`src/hw/rtl/sap_pkg.sv`:
```
// Shared types and constants of the sweep-and-prune broad-phase unit.
package sap_pkg;

  // command codes of an input transaction
  typedef enum logic [1:0] {
    CMD_CLEAR  = 2'd0,
    CMD_ADD    = 2'd1,
    CMD_UPDATE = 2'd2,
    CMD_SWEEP  = 2'd3
  } cmd_t;

  // result status codes
  localparam logic [1:0] ST_DONE    = 2'd0;
  localparam logic [1:0] ST_REFUSED = 2'd1;
  localparam logic [1:0] ST_BAD_ID  = 2'd2;

  // pair results per sweep and the width of their counter
  localparam int RESULT_LIMIT = 64;
  localparam int PCNT_W       = 7;

  // register index of the pause flag
  localparam logic REG_PAUSED = 1'b0;

  // kind of result loaded into the output register
  typedef enum logic [2:0] {
    RES_DONE    = 3'd0,
    RES_REFUSED = 3'd1,
    RES_BAD_ID  = 3'd2,
    RES_ADDED   = 3'd3,
    RES_FINAL   = 3'd4
  } res_t;

  // controller to datapath commands
  typedef struct packed {
    logic lat;
    logic clr_init;
    logic clr_wr;
    logic add_wr0;
    logic add_wr1;
    logic k_zero;
    logic sweep_init;
    logic next_axis;
    logic upd_rd;
    logic upd_wr;
    logic srt_key_rd;
    logic key_lat;
    logic srt_rd;
    logic srt_put_key;
    logic srt_shift;
    logic ovl_rd;
    logic ovl_upd;
    logic push;
    logic out_load;
    res_t res;
  } sap_ctl_t;

  // datapath to controller status
  typedef struct packed {
    logic k_end;
    logic s_zero;
    logic ge;
    logic toggle;
    logic found;
    logic clr_done;
    logic add_refuse;
    logic bad_id;
    logic out_free;
    logic pend_v;
    logic axis_y;
  } sap_stat_t;

endpackage

```
`src/hw/rtl/sap_ctrl.sv`:
```
// Controller state machine of the sweep-and-prune unit.
module sap_ctrl (
  input  logic               clk,
  input  logic               rst_n,
  input  logic               in_valid,
  input  logic [1:0]         in_cmd,
  output logic               in_stall,
  input  sap_pkg::sap_stat_t st,
  output sap_pkg::sap_ctl_t  ctl
);
  import sap_pkg::*;

  typedef enum logic [16:0] {
    S_IDLE     = 17'h00001,
    S_RST_CLR  = 17'h00002,
    S_CLR      = 17'h00004,
    S_ADD_CHK  = 17'h00008,
    S_ADD0     = 17'h00010,
    S_ADD1     = 17'h00020,
    S_UPD_CHK  = 17'h00040,
    S_UPD_RD   = 17'h00080,
    S_UPD_WR   = 17'h00100,
    S_SRT_KEY  = 17'h00200,
    S_SRT_KEYW = 17'h00400,
    S_SRT_RD   = 17'h00800,
    S_SRT_CMP  = 17'h01000,
    S_SRT_OVL  = 17'h02000,
    S_SRT_PUSH = 17'h04000,
    S_FIN      = 17'h08000,
    S_RESP     = 17'h10000
  } state_t;

  state_t state_r, state_nxt;
  res_t   res_r, res_nxt;
  logic   acc;

  assign in_stall = (state_r != S_IDLE);
  assign acc      = in_valid && (state_r == S_IDLE);

  // state register
  always_ff @(posedge clk) begin
    if (!rst_n) begin
      state_r <= S_RST_CLR;
      res_r   <= RES_DONE;
    end else begin
      state_r <= state_nxt;
      res_r   <= res_nxt;
    end
  end

  // next state and commands
  always_comb begin
    state_nxt = state_r;
    res_nxt   = res_r;
    ctl       = '0;
    ctl.res   = res_r;
    case (state_r)
      S_IDLE: begin
        if (acc) begin
          ctl.lat = 1'b1;
          case (cmd_t'(in_cmd))
            CMD_CLEAR: begin
              ctl.clr_init = 1'b1;
              state_nxt    = S_CLR;
            end
            CMD_ADD:    state_nxt = S_ADD_CHK;
            CMD_UPDATE: begin
              ctl.k_zero = 1'b1;
              state_nxt  = S_UPD_CHK;
            end
            CMD_SWEEP: begin
              ctl.sweep_init = 1'b1;
              state_nxt      = S_SRT_KEY;
            end
            default: state_nxt = S_IDLE;
          endcase
        end
      end
      S_RST_CLR: begin
        ctl.clr_wr = 1'b1;
        if (st.clr_done) state_nxt = S_IDLE;
      end
      S_CLR: begin
        ctl.clr_wr = 1'b1;
        if (st.clr_done) begin
          res_nxt   = RES_DONE;
          state_nxt = S_RESP;
        end
      end
      S_ADD_CHK: begin
        if (st.add_refuse) begin
          res_nxt   = RES_REFUSED;
          state_nxt = S_RESP;
        end else begin
          state_nxt = S_ADD0;
        end
      end
      S_ADD0: begin
        ctl.add_wr0 = 1'b1;
        state_nxt   = S_ADD1;
      end
      S_ADD1: begin
        ctl.add_wr1 = 1'b1;
        res_nxt     = RES_ADDED;
        state_nxt   = S_RESP;
      end
      S_UPD_CHK: begin
        if (st.bad_id) begin
          res_nxt   = RES_BAD_ID;
          state_nxt = S_RESP;
        end else begin
          state_nxt = S_UPD_RD;
        end
      end
      S_UPD_RD: begin
        if (st.k_end) begin
          res_nxt   = RES_DONE;
          state_nxt = S_RESP;
        end else begin
          ctl.upd_rd = 1'b1;
          state_nxt  = S_UPD_WR;
        end
      end
      S_UPD_WR: begin
        ctl.upd_wr = 1'b1;
        state_nxt  = S_UPD_RD;
      end
      // insertion sort: fetch the next key
      S_SRT_KEY: begin
        if (st.k_end) begin
          if (st.axis_y) begin
            state_nxt = S_FIN;
          end else begin
            ctl.next_axis = 1'b1;
          end
        end else begin
          ctl.srt_key_rd = 1'b1;
          state_nxt      = S_SRT_KEYW;
        end
      end
      S_SRT_KEYW: begin
        ctl.key_lat = 1'b1;
        state_nxt   = S_SRT_RD;
      end
      S_SRT_RD: begin
        if (st.s_zero) begin
          ctl.srt_put_key = 1'b1;
          state_nxt       = S_SRT_KEY;
        end else begin
          ctl.srt_rd = 1'b1;
          state_nxt  = S_SRT_CMP;
        end
      end
      S_SRT_CMP: begin
        if (!st.ge) begin
          ctl.srt_put_key = 1'b1;
          state_nxt       = S_SRT_KEY;
        end else if (st.toggle) begin
          ctl.ovl_rd = 1'b1;
          state_nxt  = S_SRT_OVL;
        end else begin
          ctl.srt_shift = 1'b1;
          state_nxt     = S_SRT_RD;
        end
      end
      S_SRT_OVL: begin
        ctl.srt_shift = 1'b1;
        ctl.ovl_upd   = 1'b1;
        state_nxt     = S_SRT_PUSH;
      end
      // park a new pair; the one parked before goes out first
      S_SRT_PUSH: begin
        if (!st.found) begin
          state_nxt = S_SRT_RD;
        end else if (!st.pend_v || st.out_free) begin
          ctl.push  = 1'b1;
          state_nxt = S_SRT_RD;
        end
      end
      S_FIN: begin
        ctl.res = RES_FINAL;
        if (st.out_free) begin
          ctl.out_load = 1'b1;
          state_nxt    = S_IDLE;
        end
      end
      S_RESP: begin
        if (st.out_free) begin
          ctl.out_load = 1'b1;
          state_nxt    = S_IDLE;
        end
      end
      default: state_nxt = S_IDLE;
    endcase
  end

endmodule

```
`src/hw/rtl/sap_dpath.sv`:
```
// Datapath of the sweep-and-prune unit: endpoint lists, overlap rows, counters, output.
module sap_dpath #(
  parameter int MAX_BOXES   = 8,
  parameter int COORD_WIDTH = 16
) (
  input  logic               clk,
  input  logic               rst_n,
  input  sap_pkg::sap_ctl_t  ctl,
  output sap_pkg::sap_stat_t st,
  input  logic               paused,
  input  logic [2:0]         in_particle_id,
  input  logic [15:0]        in_x_low,
  input  logic [15:0]        in_x_high,
  input  logic [15:0]        in_y_low,
  input  logic [15:0]        in_y_high,
  output logic               out_valid,
  input  logic               out_stall,
  output logic [1:0]         out_status,
  output logic [2:0]         out_assigned_id,
  output logic               out_pair_valid,
  output logic [2:0]         out_first_id,
  output logic [2:0]         out_second_id,
  output logic               out_overflow,
  output logic               out_last
);
  import sap_pkg::*;

  localparam int IW    = $clog2(MAX_BOXES);
  localparam int DEPTH = 2 * MAX_BOXES;
  localparam int AW    = IW + 1;
  localparam int KW    = $clog2(DEPTH + 1);
  localparam int CNW   = $clog2(MAX_BOXES + 1);
  localparam int CW    = COORD_WIDTH;
  localparam int EW    = CW + 1 + IW;
  localparam logic signed [32:0] CHI = 33'((64'sd1 <<< (COORD_WIDTH - 1)) - 64'sd1);
  localparam logic signed [32:0] CLO = -CHI - 33'sd1;

  // sign extend and saturate a 16-bit bound to the coordinate width
  function automatic logic [CW-1:0] sat(input logic [15:0] raw);
    logic signed [32:0] v;
    v = 33'(signed'(raw));
    if (v > CHI) v = CHI;
    if (v < CLO) v = CLO;
    return v[CW-1:0];
  endfunction

  // endpoint lists and overlap rows
  logic [EW-1:0]        xmem [DEPTH];
  logic [EW-1:0]        ymem [DEPTH];
  logic [MAX_BOXES-1:0] ovx  [MAX_BOXES];
  logic [MAX_BOXES-1:0] ovy  [MAX_BOXES];

  logic [EW-1:0]        x_rd_r, y_rd_r, key_r;
  logic [MAX_BOXES-1:0] xr_r, yr_r;
  logic [2:0]           pid_r;
  logic [CW-1:0]        xl_r, xh_r, yl_r, yh_r;
  logic [CNW-1:0]       cnt_r;
  logic [KW-1:0]        k_r;
  logic [AW-1:0]        s_r;
  logic                 axis_r;
  logic [IW-1:0]        row_r;
  logic [PCNT_W-1:0]    pcnt_r;
  logic                 over_r, np_r, pend_v_r;
  logic [IW-1:0]        npa_r, npb_r, pa_r, pb_r;
  logic                 out_valid_r;
  logic [1:0]           out_status_r;
  logic [2:0]           out_assigned_id_r, out_first_id_r, out_second_id_r;
  logic                 out_pair_valid_r, out_overflow_r, out_last_r;

  logic [EW-1:0]        act_rd;
  logic signed [CW-1:0] key_val, oth_val;
  logic                 key_min, oth_min;
  logic [IW-1:0]        key_own, oth_own, ov_a, ov_b, own_new;
  logic                 x_we, y_we, rd_en;
  logic [AW-1:0]        waddr, raddr;
  logic [EW-1:0]        x_wd, y_wd;
  logic                 ovx_we, ovy_we;
  logic [IW-1:0]        ov_waddr;
  logic [MAX_BOXES-1:0] ovx_wd, ovy_wd;
  logic                 newpair, ld;
  logic [1:0]           o_status;
  logic [2:0]           o_id, o_first, o_second;
  logic                 o_pair, o_ovf, o_last;

  // fields of the key and of the fetched neighbor
  assign act_rd  = axis_r ? y_rd_r : x_rd_r;
  assign key_val = signed'(key_r[EW-1 -: CW]);
  assign key_min = key_r[IW];
  assign key_own = key_r[IW-1:0];
  assign oth_val = signed'(act_rd[EW-1 -: CW]);
  assign oth_min = act_rd[IW];
  assign oth_own = act_rd[IW-1:0];
  assign ov_a    = (key_own < oth_own) ? key_own : oth_own;
  assign ov_b    = (key_own < oth_own) ? oth_own : key_own;
  assign own_new = cnt_r[IW-1:0];

  // a min passing a foreign max on this axis; pair is new when the other axis agrees
  assign newpair = key_min && (axis_r ? xr_r[ov_b] : yr_r[ov_b]);

  // list write and read port selection
  always_comb begin
    x_we  = 1'b0;
    y_we  = 1'b0;
    waddr = s_r;
    x_wd  = key_r;
    y_wd  = key_r;
    rd_en = ctl.upd_rd || ctl.srt_key_rd || ctl.srt_rd;
    raddr = ctl.srt_rd ? (s_r - AW'(1)) : k_r[AW-1:0];
    if (ctl.add_wr0 || ctl.add_wr1) begin
      x_we  = 1'b1;
      y_we  = 1'b1;
      waddr = {own_new, ctl.add_wr1};
      x_wd  = ctl.add_wr1 ? {xh_r, 1'b0, own_new} : {xl_r, 1'b1, own_new};
      y_wd  = ctl.add_wr1 ? {yh_r, 1'b0, own_new} : {yl_r, 1'b1, own_new};
    end else if (ctl.upd_wr) begin
      waddr = k_r[AW-1:0];
      x_we  = (32'(x_rd_r[IW-1:0]) == 32'(pid_r));
      y_we  = (32'(y_rd_r[IW-1:0]) == 32'(pid_r));
      x_wd  = {(x_rd_r[IW] ? xl_r : xh_r), x_rd_r[IW:0]};
      y_wd  = {(y_rd_r[IW] ? yl_r : yh_r), y_rd_r[IW:0]};
    end else if (ctl.srt_put_key || ctl.srt_shift) begin
      x_we = !axis_r;
      y_we = axis_r;
      x_wd = ctl.srt_shift ? act_rd : key_r;
      y_wd = ctl.srt_shift ? act_rd : key_r;
    end
  end

  // overlap row write selection
  always_comb begin
    ovx_we   = 1'b0;
    ovy_we   = 1'b0;
    ov_waddr = ov_a;
    ovx_wd   = xr_r;
    ovy_wd   = yr_r;
    if (ctl.clr_wr) begin
      ovx_we   = 1'b1;
      ovy_we   = 1'b1;
      ov_waddr = row_r;
      ovx_wd   = '0;
      ovy_wd   = '0;
    end else if (ctl.ovl_upd) begin
      ovx_we = !axis_r;
      ovy_we = axis_r;
      ovx_wd[ov_b] = key_min;
      ovy_wd[ov_b] = key_min;
    end
  end

  // memories
  always_ff @(posedge clk) begin
    if (x_we) xmem[waddr] <= x_wd;
    if (y_we) ymem[waddr] <= y_wd;
    if (rd_en) begin
      x_rd_r <= xmem[raddr];
      y_rd_r <= ymem[raddr];
    end
  end

  always_ff @(posedge clk) begin
    if (ovx_we) ovx[ov_waddr] <= ovx_wd;
    if (ovy_we) ovy[ov_waddr] <= ovy_wd;
    if (ctl.ovl_rd) begin
      xr_r <= ovx[ov_a];
      yr_r <= ovy[ov_a];
    end
  end

  // latched transaction fields and sort key
  always_ff @(posedge clk) begin
    if (ctl.lat) begin
      pid_r <= in_particle_id;
      xl_r  <= sat(in_x_low);
      xh_r  <= sat(in_x_high);
      yl_r  <= sat(in_y_low);
      yh_r  <= sat(in_y_high);
    end
    if (ctl.key_lat) key_r <= act_rd;
    if (ctl.ovl_upd) begin
      npa_r <= key_own;
      npb_r <= oth_own;
    end
    if (ctl.push) begin
      pa_r <= npa_r;
      pb_r <= npb_r;
    end
  end

  // counters and sweep control
  always_ff @(posedge clk) begin
    if (!rst_n) begin
      cnt_r    <= '0;
      row_r    <= '0;
      k_r      <= '0;
      s_r      <= '0;
      axis_r   <= 1'b0;
      pcnt_r   <= '0;
      over_r   <= 1'b0;
      np_r     <= 1'b0;
      pend_v_r <= 1'b0;
    end else begin
      if (ctl.clr_init) begin
        cnt_r <= '0;
        row_r <= '0;
      end
      if (ctl.clr_wr) row_r <= row_r + IW'(1);
      if (ctl.out_load && ctl.res == RES_ADDED) cnt_r <= cnt_r + CNW'(1);
      if (ctl.k_zero) k_r <= '0;
      if (ctl.sweep_init) begin
        k_r      <= KW'(1);
        axis_r   <= 1'b0;
        pcnt_r   <= '0;
        over_r   <= 1'b0;
        pend_v_r <= 1'b0;
      end
      if (ctl.next_axis) begin
        k_r    <= KW'(1);
        axis_r <= 1'b1;
      end
      if (ctl.upd_wr || ctl.srt_put_key) k_r <= k_r + KW'(1);
      if (ctl.srt_key_rd) s_r <= k_r[AW-1:0];
      if (ctl.srt_shift) s_r <= s_r - AW'(1);
      if (ctl.ovl_upd) begin
        np_r <= newpair;
        if (newpair && pcnt_r == PCNT_W'(RESULT_LIMIT)) over_r <= 1'b1;
      end
      if (ctl.push) begin
        pcnt_r   <= pcnt_r + PCNT_W'(1);
        pend_v_r <= 1'b1;
      end
    end
  end

  // result selection
  always_comb begin
    o_status = ST_DONE;
    o_id     = 3'd0;
    o_pair   = 1'b0;
    o_first  = 3'd0;
    o_second = 3'd0;
    o_ovf    = 1'b0;
    o_last   = 1'b1;
    if (ctl.push) begin
      o_pair   = 1'b1;
      o_first  = 3'(pa_r);
      o_second = 3'(pb_r);
      o_last   = 1'b0;
    end else begin
      case (ctl.res)
        RES_REFUSED: o_status = ST_REFUSED;
        RES_BAD_ID:  o_status = ST_BAD_ID;
        RES_ADDED:   o_id = 3'(cnt_r);
        RES_FINAL: begin
          if (pend_v_r) begin
            o_pair   = 1'b1;
            o_first  = 3'(pa_r);
            o_second = 3'(pb_r);
            o_ovf    = over_r;
          end
        end
        default: o_status = ST_DONE;
      endcase
    end
  end

  assign ld = ctl.out_load || (ctl.push && pend_v_r);

  // output register
  always_ff @(posedge clk) begin
    if (!rst_n) begin
      out_valid_r <= 1'b0;
    end else if (ld) begin
      out_valid_r <= 1'b1;
    end else if (!out_stall) begin
      out_valid_r <= 1'b0;
    end
  end

  always_ff @(posedge clk) begin
    if (ld) begin
      out_status_r      <= o_status;
      out_assigned_id_r <= o_id;
      out_pair_valid_r  <= o_pair;
      out_first_id_r    <= o_first;
      out_second_id_r   <= o_second;
      out_overflow_r    <= o_ovf;
      out_last_r        <= o_last;
    end
  end

  assign out_valid       = out_valid_r;
  assign out_status      = out_status_r;
  assign out_assigned_id = out_assigned_id_r;
  assign out_pair_valid  = out_pair_valid_r;
  assign out_first_id    = out_first_id_r;
  assign out_second_id   = out_second_id_r;
  assign out_overflow    = out_overflow_r;
  assign out_last        = out_last_r;

  // status to the controller
  always_comb begin
    st.k_end      = (32'(k_r) >= 32'({cnt_r, 1'b0}));
    st.s_zero     = (s_r == '0);
    st.ge         = (oth_val >= key_val);
    st.toggle     = (oth_own != key_own) && (oth_min != key_min);
    st.found      = np_r && (pcnt_r < PCNT_W'(RESULT_LIMIT));
    st.clr_done   = (row_r == IW'(MAX_BOXES - 1));
    st.add_refuse = paused || (cnt_r == CNW'(MAX_BOXES));
    st.bad_id     = (32'(pid_r) >= 32'(cnt_r));
    st.out_free   = !out_valid_r || !out_stall;
    st.pend_v     = pend_v_r;
    st.axis_y     = axis_r;
  end

endmodule

```
`src/hw/rtl/sweep_and_prune_broadphase_unit.sv`:
```
// Top level of the sweep-and-prune broad-phase unit: register port, controller, datapath.
//
//   channel | direction | handshake              | payload
//   in_     | input     | in_valid / in_stall    | cmd, particle_id, x/y low/high bounds
//   out_    | output    | out_valid / out_stall  | status, ids, pair_valid, overflow, last
//   config  | input     | psel/penable/pwrite    | paddr, pwdata, prdata (paused flag)
//
// A sweep fetches each key and compares it with its neighbours toward the list head;
// a swap that touches an overlap row also updates that row. The x axis is swept, then
// the y axis, then the sweep finishes. Each endpoint list has a single read port.
// After reset, overlap rows are cleared one per cycle while in_stall stays high.
// A stalled output holds the sweep when a second pair must leave, and at the final result.
module sweep_and_prune_broadphase_unit #(
  parameter int MAX_BOXES   = 8,
  parameter int COORD_WIDTH = 16
) (
  input  logic        clk,
  input  logic        rst_n,
  input  logic        in_valid,
  output logic        in_stall,
  input  logic [1:0]  in_cmd,
  input  logic [2:0]  in_particle_id,
  input  logic [15:0] in_x_low,
  input  logic [15:0] in_x_high,
  input  logic [15:0] in_y_low,
  input  logic [15:0] in_y_high,
  output logic        out_valid,
  input  logic        out_stall,
  output logic [1:0]  out_status,
  output logic [2:0]  out_assigned_id,
  output logic        out_pair_valid,
  output logic [2:0]  out_first_id,
  output logic [2:0]  out_second_id,
  output logic        out_overflow,
  output logic        out_last,
  input  logic        psel,
  input  logic        penable,
  input  logic        pwrite,
  input  logic [2:0]  paddr,
  input  logic [31:0] pwdata,
  output logic [31:0] prdata,
  output logic        pready
);
  import sap_pkg::*;

  sap_ctl_t  ctl;
  sap_stat_t st;
  logic      paused_r;

  // configuration register
  assign pready = 1'b1;
  always_ff @(posedge clk) begin
    if (!rst_n) begin
      paused_r <= 1'b0;
    end else if (psel && penable && pwrite && paddr[2] == REG_PAUSED) begin
      paused_r <= pwdata[0];
    end
  end
  assign prdata = (paddr[2] == REG_PAUSED) ? {31'd0, paused_r} : 32'd0;

  sap_ctrl u_ctrl (
    .clk      (clk),
    .rst_n    (rst_n),
    .in_valid (in_valid),
    .in_cmd   (in_cmd),
    .in_stall (in_stall),
    .st       (st),
    .ctl      (ctl)
  );

  sap_dpath #(
    .MAX_BOXES   (MAX_BOXES),
    .COORD_WIDTH (COORD_WIDTH)
  ) u_dpath (
    .clk             (clk),
    .rst_n           (rst_n),
    .ctl             (ctl),
    .st              (st),
    .paused          (paused_r),
    .in_particle_id  (in_particle_id),
    .in_x_low        (in_x_low),
    .in_x_high       (in_x_high),
    .in_y_low        (in_y_low),
    .in_y_high       (in_y_high),
    .out_valid       (out_valid),
    .out_stall       (out_stall),
    .out_status      (out_status),
    .out_assigned_id (out_assigned_id),
    .out_pair_valid  (out_pair_valid),
    .out_first_id    (out_first_id),
    .out_second_id   (out_second_id),
    .out_overflow    (out_overflow),
    .out_last        (out_last)
  );

  // an accepted transaction always makes the unit busy next cycle
  a_busy_after_accept: assert property (@(posedge clk) disable iff (!rst_n)
    in_valid && !in_stall |=> in_stall)
    else $error("unit not busy after accepting a transaction");

  // pair results carry no add status or id
  a_pair_clean: assert property (@(posedge clk) disable iff (!rst_n)
    out_valid && out_pair_valid |-> out_status == ST_DONE && out_assigned_id == 3'd0)
    else $error("pair result with add fields set");

  // overflow only on the final pair of a sweep
  a_overflow_final: assert property (@(posedge clk) disable iff (!rst_n)
    out_valid && out_overflow |-> out_last && out_pair_valid)
    else $error("overflow outside the final pair result");

endmodule

```
`config.mk`:
```
export PLATFORM = sky130hd
export DESIGN_NAME = sweep_and_prune_broadphase_unit
export DESIGN_NICKNAME = d
export VERILOG_FILES = /design/src/hw/rtl/sap_pkg.sv /design/src/hw/rtl/sap_ctrl.sv /design/src/hw/rtl/sap_dpath.sv /design/src/hw/rtl/sweep_and_prune_broadphase_unit.sv
export SDC_FILE = /design/constraint.sdc
export NUM_CORES = 2
export LEC_CHECK = 0
export BUFFER_PORTS_ARGS = -buffer_cell sky130_fd_sc_hd__buf_2
export CAP_MARGIN = 20
export CORE_MARGIN = 3
export CORE_UTILIZATION = 35
export CTS_CLUSTER_DIAMETER = 80
export DETAILED_ROUTE_END_ITERATION = 7
export SLEW_MARGIN = 20
export SYNTH_ARGS = -nofsm -noshare
export SYNTH_HDL_FRONTEND = slang
export SYNTH_HIERARCHICAL = 1
export SYNTH_SLANG_ARGS = --single-unit
```
`constraint.sdc`:
```
create_clock -name clk -period 6.5 [get_ports clk]
set_clock_uncertainty 0.1 [all_clocks]
set_input_delay 0.975 -clock clk [delete_from_list [all_inputs] [get_ports clk]]
set_output_delay 0.975 -clock clk [all_outputs]
set_load 0.02 [all_outputs]
```
Word level (Yosys, flattened, before mapping)
Memory sizes are Yosys's and may differ from the RTL's. A register that Yosys moved wholly into a read port is not among the register bits.
Cells that the tools add are included.
{"block": "totals", "regBits": 162, "latch_bits": 0, "ramBits": 768, "mem_bits_ro": 0, "in_bits": 111, "output_inout_bits": 49, "mem_count": 4}
{"block": "op_classes", "add_sub_neg": 5, "mul": 0, "div_mod_pow": 0, "order_cmp": 15, "eq_ne": 42, "shifts": 0, "n_mux": 143, "bitwise": 4, "reduce_logical": 39}
{"name": "u_dpath.xmem", "words": 16, "width": 20, "rd": 1, "rd_ports_with_merged_regs": 1, "wr": 1, "line": "sap_dpath.sv:48", "source": "logic [EW-1:0] xmem [DEPTH];"}
{"name": "u_dpath.ymem", "words": 16, "width": 20, "rd": 1, "rd_ports_with_merged_regs": 1, "wr": 1, "line": "sap_dpath.sv:49", "source": "logic [EW-1:0] ymem [DEPTH];"}
{"name": "u_dpath.ovx", "words": 8, "width": 8, "rd": 1, "rd_ports_with_merged_regs": 1, "wr": 1, "line": "sap_dpath.sv:50", "source": "logic [MAX_BOXES-1:0] ovx [MAX_BOXES];"}
{"name": "u_dpath.ovy", "words": 8, "width": 8, "rd": 1, "rd_ports_with_merged_regs": 1, "wr": 1, "line": "sap_dpath.sv:51", "source": "logic [MAX_BOXES-1:0] ovy [MAX_BOXES];"}
{"cell": "case mux 17 bit (16 select lines)", "count": 1}
{"cell": "two-way mux 33 bit", "count": 8}
{"cell": "two-way mux 17 bit", "count": 11}
{"cell": "two-way mux 20 bit", "count": 9}
{"cell": "< comparator 33 x 16 -> 1 bit (second input constant)", "count": 4}
{"cell": "case mux 17 bit (4 select lines)", "count": 1}
{"cell": "greater-than comparator 16 bit (second input constant)", "count": 4}
{"cell": "two-way mux 1 bit", "count": 61}
{"cell": "two-way mux 3 bit", "count": 16}
{"cell": "two-way mux 16 bit", "count": 2}
{"cell": "two-way mux 8 bit", "count": 4}
{"cell": "two-way mux 14 bit", "count": 2}
{"cell": "two-way mux 4 bit", "count": 7}
{"cell": "two-way mux 5 bit", "count": 4}
{"cell": "equality test 17 x 1 -> 1 bit (second input constant)", "count": 1}
{"cell": "equality test 17 x 10 -> 1 bit (second input constant)", "count": 1}
{"cell": "equality test 17 x 11 -> 1 bit (second input constant)", "count": 1}
{"cell": "equality test 17 x 12 -> 1 bit (second input constant)", "count": 1}
{"cell": "equality test 17 x 13 -> 1 bit (second input constant)", "count": 1}
{"cell": "equality test 17 x 14 -> 1 bit (second input constant)", "count": 1}
{"cell": "equality test 17 x 15 -> 1 bit (second input constant)", "count": 1}
{"cell": "equality test 17 x 16 -> 1 bit (second input constant)", "count": 1}
{"cell": "equality test 17 bit (second input constant)", "count": 1}
{"cell": "equality test 17 x 2 -> 1 bit (second input constant)", "count": 1}
{"cell": "other kinds (56)", "count": 104}

Longest topological paths before layout
{"block": "logic_depth", "word_depth": 12, "depth_mapped": 21}

Hierarchy
Netlist, hierarchy kept.
{"mod": "sap_dpath", "instances": 1, "cells_per_inst": 2835, "area_per_inst_um2": 40244.8, "seq_area_each_um2": 28697.5}
{"mod": "sap_ctrl", "instances": 1, "cells_per_inst": 171, "area_per_inst_um2": 1438.9, "seq_area_each_um2": 380.4}
{"mod": "sweep_and_prune_broadphase_unit", "instances": 1, "cells_per_inst": 40, "area_per_inst_um2": 315.3, "seq_area_each_um2": 20.0}

Least setup slack after synthesis
Ideal clock, no wire load.
{"block": "synth_timing", "kind": "register -> register", "start": "register u_dpath.axis_r", "end": "memory u_dpath/xmem[14][0] in the netlist's numbering (enable)", "arrival_ps": 4583, "required_ps": 6003, "path_slack_ps": 1421, "stages_incl_launch_ff": 19, "n_path_buf": 3, "synth_period_minus_slack_ps": 5079, "cell_sequence": "dfxtp_1 buf_6 buf_2 mux2_2 ha_1 a21o_1 a21o_1 a21oi_1 o221ai_1 a221o_1 nand3_1 nand3_1 nor3_1 or2_2 clkbuf_1 nor2_1 o311ai_0 nand2_1 nor2_1"}
{"element": "start, declared", "line": "sap_dpath.sv:60", "source": "logic axis_r;"}
{"element": "start signal, assigned", "line": "sap_dpath.sv:196", "source": "axis_r <= 1'b0;"}
{"element": "start signal, assigned", "line": "sap_dpath.sv:211", "source": "axis_r <= 1'b0;"}
{"element": "start signal, assigned", "line": "sap_dpath.sv:218", "source": "axis_r <= 1'b1;"}
{"element": "end, declared", "line": "sap_dpath.sv:48"}

==> impl_metrics.json <==
{
  "fp-row-count": 126,
  "initial_core_util_pct": 35.4,
  "dpl.hpwl_um": 58000,
  "diodes": 0,
  "grt_pass1_vias": 23900,
  "hold_path_class": "reg2reg",
  "syn_avg_cell_area_um2": 13.8,
  "synth_ff_type": "edfxtp_1",
  "fin_area_um2": 47300,
  "dpl_cell_area_um2": 44200,
  "synth_commonest_cells": "937 x edfxtp_1, 380 x nand2_1, 219 x clkbuf_1",
  "synth_area_um2": 42000,
  "synth-adder-area-share_pct": 1.07,
  "die_w_um": 352,
  "core_um2": 119000,
  "power-per-cell-area_nw_per_um2": 273,
  "drt_iter0_drc": 2505,
  "die_y_um": 352,
  "synth-compound-area-share_pct": 11.0,
  "max_cap_viol_count": 0,
  "avgRoutedWirePerCell_um": 21.3,
  "synth_largest_area_cell": "edfxtp_1",
  "viasPerCell": 5.24,
  "crit_required_ns": 6.71,
  "fin_util_pct": 39.9,
  "post-cts-setup-buffers": 0,
  "ff2ff_path_depth": 16,
  "post_synth_inst_count": 3046,
  "crit_type": "reg2reg",
  "clk_path_buf_depth": 3,
  "num_vias": 24900,
  "seq_area_frac_synth_pct": 69.3,
  "place_ws_ns": 1.09,
  "area_growth_pct": 12.6,
  "cts_resized": 0,
  "synth.distinct_cells": 86,
  "hold_viol": 0,
  "synth-edff-count": 937,
  "synth_top_area_share_pct": 67.0,
  "drc": 0,
  "min_path_cells": 0,
  "nets": 3213,
  "worst-path-max-fanout": 20,
  "synthArstFlopShare_pct": 0,
  "globalRouteTotalUtil_pct": 15.8,
  "first_pass_iters": 6,
  "grt_max_degree": 161,
  "gp_congestion": 0.826,
  "synthMuxAreaShare_pct": 4.41,
  "fin_crit_sh_pct": 82.8,
  "synthSimpleGateAreaFrac_pct": 10.4,
  "slew_headroom_pct": 28.1,
  "p_leak_uw": 0.0155,
  "ioPinCount": 160,
  "cts_hold_buf": 0,
  "yosysWarnings": 6,
  "power_uw": 12900,
  "tns_ns": 0,
  "cp.arrival_ns": 5.59,
  "antenna_found_initial": 2,
  "layout-drive-gt1-share_pct": 14.1,
  "synth_xor_area_share_pct": 0.334,
  "outcome": "finished clean",
  "cts-root-buf": "clkbuf_16",
  "fp.dieArea_um2": 124000,
  "synth_top_family_by_area": "compound AO/OA/AOI/OAI gates",
  "synth_seq_cells": 985,
  "rsz0062_at_grt": "no",
  "postRouteWirelength_um": 101000,
  "portBuffers": 94,
  "setup_viol": 0,
  "cts_buffers": 99,
  "clk_pin_slew_ns": 0.06,
  "drv_slew": 0,
  "end_kind": "flip-flop",
  "cts_tree": "yes",
  "synth.most_common_cell": "edfxtp_1",
  "synth_area_leaders": "edfxtp_1 67%, a211oi_1 3.9%, nand2_1 3.4%",
  "htreeDepth": 3,
  "peakVddDrop_v": 0.000182,
  "tightest_slew_ns": 1.08,
  "setup_slack_ns": 1.12,
  "final_antenna_net_count": 0,
  "start_kind": "flip-flop",
  "clock_latency_ns": 0.68,
  "fmax_mhz": 186,
  "clock_sinks": 985,
  "min_period_ns": 5.38,
  "grt_pass1_wl_um": 150000,
  "gr-total-overflow": 0
}
-- layout make-up --
| class | instances | area (um^2) |
|---|---|---|
| clock buffers | 117 | 2570 |
| clock inverters | 62 | 490 |
| fillers | 11000 | 71300 |
| inverters | 51 | 193 |
| multi-input cells | 1749 | 11700 |
| flip-flops and latches | 985 | 29100 |
| well taps | 1600 | 2000 |
| repair buffers | 180 | 1240 |
-- flip-flops by register name (all words and copies together) (netlist names), 17 cells and up --
signal	flops
u_dpath/xmem	320
u_dpath/ymem	320
u_dpath/ovx	64
u_dpath/ovy	64
u_dpath/key_r	20
u_dpath/x_rd_r	20
u_dpath/y_rd_r	20
u_ctrl/state_r	17
-- power by group --
part           leakage (uW)  internal [uW]  switching, uW  total, uW
registers           0.00884           7040           44.0       7080
logic               0.00513            121            298        419
clock network       0.00149           3020           2380       5400
total                0.0155          10200           2720      12900
-- cells by family (layout without fill, tap and decap cells) --
family | count (synthesis) | in the layout
fa+ha+maj | 36 | 36
other cells | 2 | 32
mux | 131 | 131
compound gates | 657 | 657
simple gates | 877 | 877
xor+xnor | 16 | 16
buf+inv | 342 | 410
flops | 985 | 985
-- routing by layer --
layer / wire, um / part of all wire, % / track usage (%)
met1: 45600 / 45 / 22.4
met2: 46500 / 46 / 25.0
met3: 5970 / 5.9 / 2.49
met4: 2820 / 2.8 / 4.60
met5: 9 / 0.0089 / 0
-- metrics by stage --
| step | hold WS (ns) | cells |
|---|---|---|
| 3_5_place_dp | 0.305 | 4565 |
| 6_report | 0.317 | 4744 |
| 5_1_grt | 0.326 | 4744 |
| 2_1_floorplan | 0.300 | 3076 |
| 4_1_cts | 0.318 | 4744 |
| 3_3_place_gp | 0.304 | 4565 |
-- final timing paths --
path	start	end	slack (ns)
setup / recovery	u_dpath/axis_r	u_dpath/xmem[12][5]	1.12
hold / removal	u_dpath/npa_r[1]	u_dpath/pa_r[1]	0.32
setup reg to reg	u_dpath/axis_r	u_dpath/xmem[12][5]	1.12
hold reg to reg	u_dpath/npa_r[1]	u_dpath/pa_r[1]	0.32
-- placed cells by master (no fill, tap or decap), types with 13 or more instances in the layout --
cell type,count
o21ai_0,24
nand2_1,380
a221o_1,28
mux2_2,32
mux4_2,13
clkbuf_16,100
mux4_1,19
clkinv_2,18
a311oi_1,80
a31oi_1,87
nor2_2,33
mux2i_1,62
inv_1,50
buf_2,94
dfxtp_1,47
and2_1,156
nor2b_1,38
edfxtp_1,937
a211oi_1,218
ha_1,36
nor2_1,93
clkinv_1,28
clkbuf_1,17
conb_1,32
a21oi_1,152
nor3_1,26
and2_0,14
buf_4,76
nand2b_1,26
nand3_1,20
-- worst max-delay path, stage by stage, from the launching register on --
cell and delay, ns:
dfxtp_2 0.51, mux2_2 0.41, ha_1 0.29, nor2b_1 0.12
o21ai_0 0.08, nand2b_1 0.07, a21oi_1 0.09, o21ai_0 0.50
a221o_1 0.23, nand3_1 0.22, nand4b_1 0.26, a21oi_1 0.38
nor2_1 0.12, o311ai_0 0.70, nand2_1 0.32, nor2_2 0.18
buf_4 0.40
(Power assumes the default switching activity.)
